## config.mk

```make
export PLATFORM = sky130hd
export DESIGN_NAME = pelco_d_response_deframer
export DESIGN_NICKNAME = d
export VERILOG_FILES = /design/src/hdl/pdrd_pkg.sv /design/src/hdl/pelco_d_response_deframer.sv
export VERILOG_INCLUDE_DIRS = /design/src /design/src/hdl
export SDC_FILE = /design/constraint.sdc
export NUM_CORES = 1
export LEC_CHECK = 0
export BUFFER_PORTS_ARGS = -buffer_cell sky130_fd_sc_hd__buf_2
export CORE_UTILIZATION = 43
export DETAILED_ROUTE_END_ITERATION = 10
export GPL_ROUTABILITY_DRIVEN = 0
export PLACE_DENSITY = 0.65
export RECOVER_POWER = 50
export SLEW_MARGIN = 20
export SYNTH_ARGS = -nofsm -noshare
export SYNTH_HDL_FRONTEND = slang
export SYNTH_SLANG_ARGS = --single-unit
```

## constraint.sdc

```tcl
create_clock -name clk -period 5.8 [get_ports clk]
set_clock_uncertainty 0.05 [all_clocks]
set_input_delay 0.87 -clock clk [delete_from_list [all_inputs] [get_ports clk]]
set_output_delay 0.87 -clock clk [all_outputs]
set_load 0.02 [all_outputs]
```

## src/hdl/pelco_d_response_deframer_defines.svh

```systemverilog
// ---------------------------------------------------------------------------
// pelco_d_response_deframer_defines
// assertion macros shared by the response deframer rtl
// ---------------------------------------------------------------------------
`ifndef PELCO_D_RESPONSE_DEFRAMER_DEFINES_SVH
`define PELCO_D_RESPONSE_DEFRAMER_DEFINES_SVH

// same-cycle implication, disabled while in reset
`define PDRD_ASSERT_IMPL(label, clk, rst_n, ante, cons) \
  label: assert property (@(posedge clk) disable iff (!rst_n) (ante) |-> (cons)) \
    else $error("pdrd same-cycle check failed");

// next-cycle implication, disabled while in reset
`define PDRD_ASSERT_NEXT(label, clk, rst_n, ante, cons) \
  label: assert property (@(posedge clk) disable iff (!rst_n) (ante) |=> (cons)) \
    else $error("pdrd next-cycle check failed");

`endif

```

## src/hdl/pdrd_pkg.sv

```systemverilog
// ---------------------------------------------------------------------------
// pdrd_pkg
// constants and types of the response deframer
// ---------------------------------------------------------------------------
package pdrd_pkg;

  localparam logic [7:0] SYNC_BYTE  = 8'hFF;
  localparam logic [7:0] RESP_ZOOM  = 8'hA7;
  localparam logic [7:0] RESP_FOCUS = 8'h63;

  typedef enum logic [1:0] {
    KIND_OTHER = 2'd0,
    KIND_ZOOM  = 2'd1,
    KIND_FOCUS = 2'd2
  } report_kind_t;

  // one state per frame slot, hunt waits for sync
  typedef enum logic [6:0] {
    ST_HUNT    = 7'b0000001,
    ST_ADDR    = 7'b0000010,
    ST_RESP1   = 7'b0000100,
    ST_RESP2   = 7'b0001000,
    ST_DATA_HI = 7'b0010000,
    ST_DATA_LO = 7'b0100000,
    ST_CSUM    = 7'b1000000
  } frame_state_t;

endpackage

```

## src/hdl/pelco_d_response_deframer.sv

```systemverilog
// ---------------------------------------------------------------------------
// pelco_d_response_deframer
// seven-byte camera response frame receiver with checksum and report class
// ---------------------------------------------------------------------------
// One received byte enters per item on the in_ channel. While hunting, any
// byte other than 0xFF is dropped; after a sync the next six bytes are always
// taken as address, two response bytes, data high, data low and checksum, with
// no resync inside the frame. When the 8-bit sum of the five bytes between
// sync and checksum matches the checksum, one report item goes out: kind
// (zoom for response 0xA7, focus for 0x63, else other), the big-endian 16-bit
// position and the second response byte. Bad frames give no item. The block
// takes one byte per cycle while in_stall is low: a byte is held in the input
// register, the frame tracker acts on it, and a report lands in the output
// register; a checksum byte thus passes both registers before its report goes
// out. in_stall only rises while a report waits in the output register and the
// held byte is a checksum that would produce another one.
`include "pelco_d_response_deframer_defines.svh"

module pelco_d_response_deframer (
  input  logic        clk,
  input  logic        rst_n,
  input  logic        in_valid,
  output logic        in_stall,
  input  logic [7:0]  in_rx_byte,
  output logic        out_valid,
  input  logic        out_stall,
  output logic [1:0]  out_report_kind,
  output logic [15:0] out_position,
  output logic [7:0]  out_response_code
);

  import pdrd_pkg::*;

  // input register
  logic         s1_valid_r, s1_valid_nxt;
  logic [7:0]   s1_byte_r;

  // frame tracker
  frame_state_t state_r, state_nxt;
  logic [7:0]   sum_r, sum_nxt;
  logic [7:0]   resp_r, resp_nxt;
  logic [7:0]   data_hi_r, data_hi_nxt;
  logic [7:0]   data_lo_r, data_lo_nxt;

  // output register
  logic         out_valid_r, out_valid_nxt;
  report_kind_t kind_r, kind_nxt;
  logic [15:0]  pos_r;
  logic [7:0]   code_r;

  logic         in_fire;
  logic         s1_emit;
  logic         s1_go;
  logic         s1_fire;
  logic         out_free;

  // output register can take a new report this cycle
  assign out_free = !out_valid_r || !out_stall;

  // held byte would complete a good frame
  assign s1_emit  = s1_valid_r && (state_r == ST_CSUM) && (s1_byte_r == sum_r);

  // held byte leaves unless its report has nowhere to go
  assign s1_go    = !s1_emit || out_free;
  assign s1_fire  = s1_valid_r && s1_go;

  assign in_stall = s1_valid_r && !s1_go;
  assign in_fire  = in_valid && !in_stall;

  always_comb begin
    if (in_fire) begin
      s1_valid_nxt = 1'b1;
    end else if (s1_go) begin
      s1_valid_nxt = 1'b0;
    end else begin
      s1_valid_nxt = s1_valid_r;
    end
  end

  // frame tracking, one byte per fire
  always_comb begin
    state_nxt   = state_r;
    sum_nxt     = sum_r;
    resp_nxt    = resp_r;
    data_hi_nxt = data_hi_r;
    data_lo_nxt = data_lo_r;
    if (s1_fire) begin
      case (state_r)
        ST_ADDR: begin
          sum_nxt   = sum_r + s1_byte_r;
          state_nxt = ST_RESP1;
        end
        ST_RESP1: begin
          sum_nxt   = sum_r + s1_byte_r;
          state_nxt = ST_RESP2;
        end
        ST_RESP2: begin
          resp_nxt  = s1_byte_r;
          sum_nxt   = sum_r + s1_byte_r;
          state_nxt = ST_DATA_HI;
        end
        ST_DATA_HI: begin
          data_hi_nxt = s1_byte_r;
          sum_nxt     = sum_r + s1_byte_r;
          state_nxt   = ST_DATA_LO;
        end
        ST_DATA_LO: begin
          data_lo_nxt = s1_byte_r;
          sum_nxt     = sum_r + s1_byte_r;
          state_nxt   = ST_CSUM;
        end
        ST_CSUM: begin
          // frame ends here whether or not the checksum matched
          state_nxt = ST_HUNT;
        end
        default: begin
          // hunting: only the sync byte opens a frame
          if (s1_byte_r == SYNC_BYTE) begin
            sum_nxt   = 8'd0;
            state_nxt = ST_ADDR;
          end else begin
            state_nxt = ST_HUNT;
          end
        end
      endcase
    end
  end

  // report class from the held second response byte
  always_comb begin
    if (resp_r == RESP_ZOOM) begin
      kind_nxt = KIND_ZOOM;
    end else if (resp_r == RESP_FOCUS) begin
      kind_nxt = KIND_FOCUS;
    end else begin
      kind_nxt = KIND_OTHER;
    end
  end

  always_comb begin
    if (s1_emit && out_free) begin
      out_valid_nxt = 1'b1;
    end else if (!out_stall) begin
      out_valid_nxt = 1'b0;
    end else begin
      out_valid_nxt = out_valid_r;
    end
  end

  always_ff @(posedge clk) begin
    if (!rst_n) begin
      s1_valid_r  <= 1'b0;
      state_r     <= ST_HUNT;
      sum_r       <= 8'd0;
      out_valid_r <= 1'b0;
    end else begin
      s1_valid_r  <= s1_valid_nxt;
      state_r     <= state_nxt;
      sum_r       <= sum_nxt;
      out_valid_r <= out_valid_nxt;
    end
  end

  // payload registers
  always_ff @(posedge clk) begin
    if (in_fire) begin
      s1_byte_r <= in_rx_byte;
    end
    resp_r    <= resp_nxt;
    data_hi_r <= data_hi_nxt;
    data_lo_r <= data_lo_nxt;
    if (s1_emit && out_free) begin
      kind_r <= kind_nxt;
      pos_r  <= {data_hi_r, data_lo_r};
      code_r <= resp_r;
    end
  end

  assign out_valid         = out_valid_r;
  assign out_report_kind   = kind_r;
  assign out_position      = pos_r;
  assign out_response_code = code_r;

  // tracker always sits in exactly one frame slot
  `PDRD_ASSERT_IMPL(a_state_onehot, clk, rst_n, 1'b1, $onehot(state_r))
  // a consumed checksum byte always returns the tracker to hunting
  `PDRD_ASSERT_NEXT(a_csum_ends_frame, clk, rst_n,
                    s1_fire && (state_r == ST_CSUM), state_r == ST_HUNT)
  // input back-pressure only comes from a blocked report
  `PDRD_ASSERT_IMPL(a_stall_cause, clk, rst_n, in_stall,
                    out_valid_r && out_stall && s1_emit)
  // a good frame always yields a report with a legal kind
  `PDRD_ASSERT_NEXT(a_emit_lands, clk, rst_n, s1_emit && out_free,
                    out_valid_r && (kind_r != 2'd3))

endmodule

```

Yosys cells after proc, flatten, opt, wreduce, memory -nomap -nowiden:

Cells that the tools add are included.

* bitwise gates (word level): 1
* multiplexer cells: 9
* add/subtract/negate cells: 1
* equal/unequal tests: 11
* reductions and logical operators: 20

Operator list (count)
* 7-bit case mux with 6 select lines: 1
* 8-bit == test, second input constant: 2
* 8-bit case mux with 2 select lines: 1
* 8-bit adder: 1
* 8-bit by 7-bit == test with 1-bit output, second input constant: 1
* 8-bit == test: 1
* 8-bit 2-to-1 mux: 1
* 7-bit by 2-bit == test with 1-bit output, second input constant: 1
* 7-bit by 3-bit == test with 1-bit output, second input constant: 1
* 7-bit by 4-bit == test with 1-bit output, second input constant: 1
* 7-bit by 5-bit == test with 1-bit output, second input constant: 1
* 7-bit by 6-bit == test with 1-bit output, second input constant: 1
* 7-bit == test, second input constant: 1
* 1-bit logical AND: 6
* 2-bit AND reduction: 3
* 1-bit zero test: 5
* 5-bit OR reduction: 1
* 1-bit 2-to-1 mux: 4
* 2-bit 2-to-1 mux: 2
* 2-bit nonzero test: 2
* 3-bit AND reduction: 1
* 1-bit logical OR: 2
* 2-bit by 1-bit != test with 1-bit output, second input constant: 1
* 1-bit inverter: 1

* output and inout port bits: 28
* logic and storage cells: 53
* input bits: 12
* flip-flop bits (word level): 75

Depth between registers and ports, before layout:

* depth after elaboration: 10
* depth in mapped cells: 7
* gate-level depth less buffers: 7

Worst setup path before layout:

Ideal clock, no wire load.

* path type: flip-flop to flip-flop
* from: register s1_byte_r[3]
* to: register pos_r[0] (netlist: out_position[0]) (enable)
* data required time: 5332 ps
* data arrival time: 2827 ps
* path buffers: 0
* slack: 2505 ps
* period minus slack after synthesis: 3295 ps
* cell stages (with the launch flop): 6
* library setup time: 418 ps
* path through: edfxtp_1 -> ha_1 -> nor4b_1 -> nand3_1 -> or2_2 -> a21oi_1

* cells in the longest elaborated chain, start to end: 3

Ends and longest elaborated chain
* start: declaration: RTL line pelco_d_response_deframer.sv:36 `logic [7:0] s1_byte_r;`
* start signal: assignment: RTL line pelco_d_response_deframer.sv:167 `s1_byte_r <= in_rx_byte;`
* 8-bit == test: RTL line pelco_d_response_deframer.sv:61 `assign s1_emit = s1_valid_r && (state_r == ST_CSUM) && (s1_byte_r == sum_r);`
* 1-bit logical AND: RTL line pelco_d_response_deframer.sv:61
* 1-bit logical AND: RTL line pelco_d_response_deframer.sv:172 `if (s1_emit && out_free) begin`
* end signal: assignment: RTL line pelco_d_response_deframer.sv:174 `pos_r <= {data_hi_r, data_lo_r};`
* end: declaration: RTL line pelco_d_response_deframer.sv:48 `logic [15:0] pos_r;`

No other way between the ends.
A chain may end at the register's enable or synchronous reset.

Worst setup path after layout:

* from: register s1_byte_r[5]
* to: output port in_stall

* cells in the longest elaborated chain, start to end: 6

Ends and longest elaborated chain
* 8-bit == test: RTL line pelco_d_response_deframer.sv:61
* 1-bit logical AND: RTL line pelco_d_response_deframer.sv:61
* 1-bit zero test: RTL line pelco_d_response_deframer.sv:64 `assign s1_go = !s1_emit || out_free;`
* 1-bit logical OR: RTL line pelco_d_response_deframer.sv:64
* 1-bit zero test: RTL line pelco_d_response_deframer.sv:67 `assign in_stall = s1_valid_r && !s1_go;`
* 1-bit logical AND: RTL line pelco_d_response_deframer.sv:67
* end: declaration: RTL line pelco_d_response_deframer.sv:23 `output logic in_stall,`

No other way between the ends.

==> summary.log <==
qor: floorplanning.floorplan.die_area 0.00740 mm²
qor: worst_setup_path.critical_path.startpoint_type flip-flop
qor: cells_and_area.final.fill_count 581
qor: clock_network.hold_buffers 0
qor: clock_network.h-tree-depth 3
qor: grt.overflow 0
qor: timing.setup-tns-final 0 ns
qor: route.routed_wirelength 5060 µm
qor: floorplanning.num_rows 30
qor: cells_and_area.finalNonFillerCells 352
qor: cells_and_area.final_net_count 271
qor: synthesis.syn_nets 225
qor: synthesis.synth_top_cell_by_area sky130_fd_sc_hd__edfxtp_1
qor: clock_network.cts_resized 0
qor: timing.final_worst_path_setup_slack 2.64 ns
qor: pwr.post-layout-total-power 1.04 mW
qor: clock_network.postCtsSetupRepairBufs 0
qor: synthesis.yosysSeqAreaShare 0.686
qor: pwr.power_density 295 mW/mm²
qor: route.detailedRoute.firstIterationViolations 67
qor: clock_network.clock_sink_count 75
qor: placed_design.io_buffers 39
qor: route.routedWlPerCell 14.4 µm
qor: synthesis.synth_area 0.00304 mm²
qor: worst_setup_path.worstPathArrival 2.24 ns
qor: timing.timing_hold_violations_final 0
qor: route.drt.antenna.violating_nets 0
qor: timing.worst_slew_pin_slew 0.883 ns
qor: cells_and_area.drive_above_1_share 0.211
qor: clock_network.root_buffer sky130_fd_sc_hd__clkbuf_8
qor: synthesis.yosysWarnings 0
qor: clock_network.clock_insertion_delay_worst_skew 0.34 ns
qor: grt.grt_pass1_vias 1716
qor: timing.worst_slew_margin_rel 0.409
qor: timing.report.final.slew_viol_count 0
qor: timing.post-route-period-util 0.544
qor: worst_setup_path.largest_fanout_on_the_critical_path 6
qor: grt.grt_start_max_net_pins 27
qor: cells_and_area.layout.cells.most_common sky130_fd_sc_hd__edfxtp_1
qor: synthesis.average_cell_area_after_synthesis 14.8 µm²
qor: synthesis.post_synth_inst_count 205
qor: placed_design.dp_worst_setup_slack 3.02 ns
qor: synthesis.ys_top_cells_by_area sky130_fd_sc_hd__edfxtp_1 57%, sky130_fd_sc_hd__dfxtp_1 11%, sky130_fd_sc_hd__ha_1 2.9%
qor: clock_network.clockBufferDepth 2
qor: floorplanning.floorplan.io_pins 40
qor: synthesis.postSynthRegisterBits 75
qor: timing.setup_viol_count_final 0
qor: timing.period_minus_slack 3.16 ns
qor: synthesis.yosys.area.top_type_share 0.574
qor: floorplanning.floorplan.core_area 0.00679 mm²
qor: clock_network.clock_tree_from_tritoncts yes
qor: run_status.status finished clean
qor: grt.globalRouteTotalUtil 0.151
qor: pwr.power.static_leakage 1.20 nW
qor: worst_setup_path.timing.critical_path.slowest_cell_delay 0.45 ns
qor: synthesis.synthFlopType sky130_fd_sc_hd__edfxtp_1
qor: route.vias_per_cell 5.18
qor: worst_setup_path.crit_slowest_cell sky130_fd_sc_hd__edfxtp_1
qor: worst_setup_path.crit_type reg -> out
qor: cells_and_area.layout-area-overhead-vs-synth 16.2%
qor: grt.first_pass_grt_wire_length 8300 µm
qor: cells_and_area.highest_count_cells_in_the_layout_ignoring_fill_and_taps 58 x sky130_fd_sc_hd__edfxtp_1, 23 x sky130_fd_sc_hd__clkbuf_1, 17 x sky130_fd_sc_hd__buf_2, 17 x sky130_fd_sc_hd__dfxtp_1, 12 x sky130_fd_sc_hd__nor2_1
qor: route.detailed_routing_iterations_pass_1 4
qor: placed_design.dpl-instance-area 0.00334 mm²
qor: floorplanning.floorplan.die.height 86.0 µm
qor: route.drc 0
qor: worst_setup_path.worst_r2r_path_depth 6
qor: route.vias 1825
qor: pwr.peak_supply_drop 0.172 mV
qor: placed_design.placedCellCount 336
qor: grt.initial_antenna_violation_count 0
qor: worst_setup_path.worst-endpoint-required 4.88 ns
qor: hold_path.min-delay-path-class reg -> reg
qor: worst_setup_path.worstPathCellList ha_1, nor4_1, nand3_1, nor3_1, buf_2
qor: cells_and_area.cell_area_after_layout 0.00353 mm²
qor: clock_network.tritoncts.num_buffers 9
qor: flow_run.max_cap_violations 0
qor: synthesis.number_of_synthesized_flops_with_an_enable_pin 58
qor: floorplanning.initial_utilization 0.447
qor: clock_network.clkSlewWorstSetupHoldPaths 0.07 ns
qor: synthesis.yosysUniqueCellTypes 49
qor: worst_setup_path.worstSetupEndpointType output pin
qor: placed_design.post-dp-hpwl 3560 µm
qor: floorplanning.floorplan.die.width 86.0 µm
qor: cells_and_area.antenna-diode-count 0
qor: hold_path.hold-path-cell-count 0
qor: synthesis.async_reset_ff_frac 0
qor: timing.grt_setup_unrepaired false
qor: timing.clock.fmax 0.317 GHz
## metrics by stage
stage / util / hold WS (ns)
after floorplan: - / 0.350
after global placement: 0.492 / 0.352
after CTS: 0.524 / 0.370
final: 0.520 / 0.370
after global routing: 0.520 / 0.374
after detailed placement: 0.492 / 0.355
## state kept, by name (all words and copies together) (netlist names), 2 cells and up
| name | count |
|---|---|
| data_hi_r | 8 |
| data_lo_r | 8 |
| out_position | 16 |
| out_report_kind | 2 |
| out_response_code | 8 |
| resp_r | 8 |
| s1_byte_r | 8 |
| state_r | 7 |
| sum_r | 8 |
## layout make-up
cell class	count	area, µm²	share of cell area
sequential	75	2080	0.590
tap	96	120	0.0340
multi-input combinational	117	903	0.256
inverter	7	26.3	0.00744
timing repair buffer	41	183	0.0518
clock buffer	10	128	0.0362
clock inverter	6	87.6	0.0248
## routing by layer
metal	part of all wire	wire [µm]	vias up	global-route usage
met5	0	0	-	0
met4	0.021	107	0	0.0712
met3	0.051	257	12	0.0472
met2	0.47	2390	53	0.242
met1	0.46	2310	872	0.185
li1	-	-	888	-
## cell usage after synthesis, types with 2 or more instances
master and n:
sky130_fd_sc_hd__nand2_1 10, sky130_fd_sc_hd__o21ai_0 3, sky130_fd_sc_hd__or3_1 2, sky130_fd_sc_hd__nor3b_1 2, sky130_fd_sc_hd__nand3_1 7, sky130_fd_sc_hd__xor2_1 3
sky130_fd_sc_hd__o211ai_4 2, sky130_fd_sc_hd__dfxtp_1 17, sky130_fd_sc_hd__a21o_1 2, sky130_fd_sc_hd__nor2_1 12, sky130_fd_sc_hd__nand4_1 4, sky130_fd_sc_hd__nor3_1 3
sky130_fd_sc_hd__o21a_1 2, sky130_fd_sc_hd__buf_2 3, sky130_fd_sc_hd__or4_1 2, sky130_fd_sc_hd__or2_2 3, sky130_fd_sc_hd__or4b_2 2, sky130_fd_sc_hd__nor4b_1 3
sky130_fd_sc_hd__mux2i_1 4, sky130_fd_sc_hd__a32o_2 4, sky130_fd_sc_hd__xnor2_1 3, sky130_fd_sc_hd__nand2b_1 4, sky130_fd_sc_hd__o41ai_1 2, sky130_fd_sc_hd__ha_1 7
sky130_fd_sc_hd__inv_1 7, sky130_fd_sc_hd__a21oi_1 12, sky130_fd_sc_hd__edfxtp_1 58
## kinds of logic (layout without fill, tap and decap cells)
family / count (synthesis) / in the layout / synth area share
adders and majority gates: 8 / 8 / 0.0354
DFF: 75 / 75 / 0.686
xor gates and xnor gates: 6 / 6 / 0.0173
buffers and inverters: 13 / 64 / 0.0198
AOI/OAI and AO/OA: 38 / 38 / 0.111
muxes: 4 / 4 / 0.0132
and+or+nand+nor: 61 / 61 / 0.118
## where the power goes
part           switching [mW]  internal (mW)  leakage, nW  total, mW
Sequential            0.00803          0.581        0.669      0.589
Clock                   0.182          0.242        0.101      0.425
Combinational          0.0152         0.0106        0.435     0.0257
Total                   0.205          0.834         1.20       1.04
## path summary, 6_finish.rpt
kind	startpoint	endpoint	slack [ns]
worst max-delay path	s1_byte_r[5]	in_stall	2.64
worst min-delay path	data_hi_r[1]	out_position[9]	0.37
worst max register to register	s1_byte_r[5]	out_position[4]	3.27
worst min register to register	data_hi_r[1]	out_position[9]	0.37
## worst max-delay path: cells and delay by family, from the launching register on
family                   cells  cell delay (ns)
AND/OR/NAND/NOR              3             0.82
flip-flops                   1             0.45
adder cells (fa/ha/maj)      1             0.40
buffers and inverters        1             0.23
(Power assumes the default switching activity.)
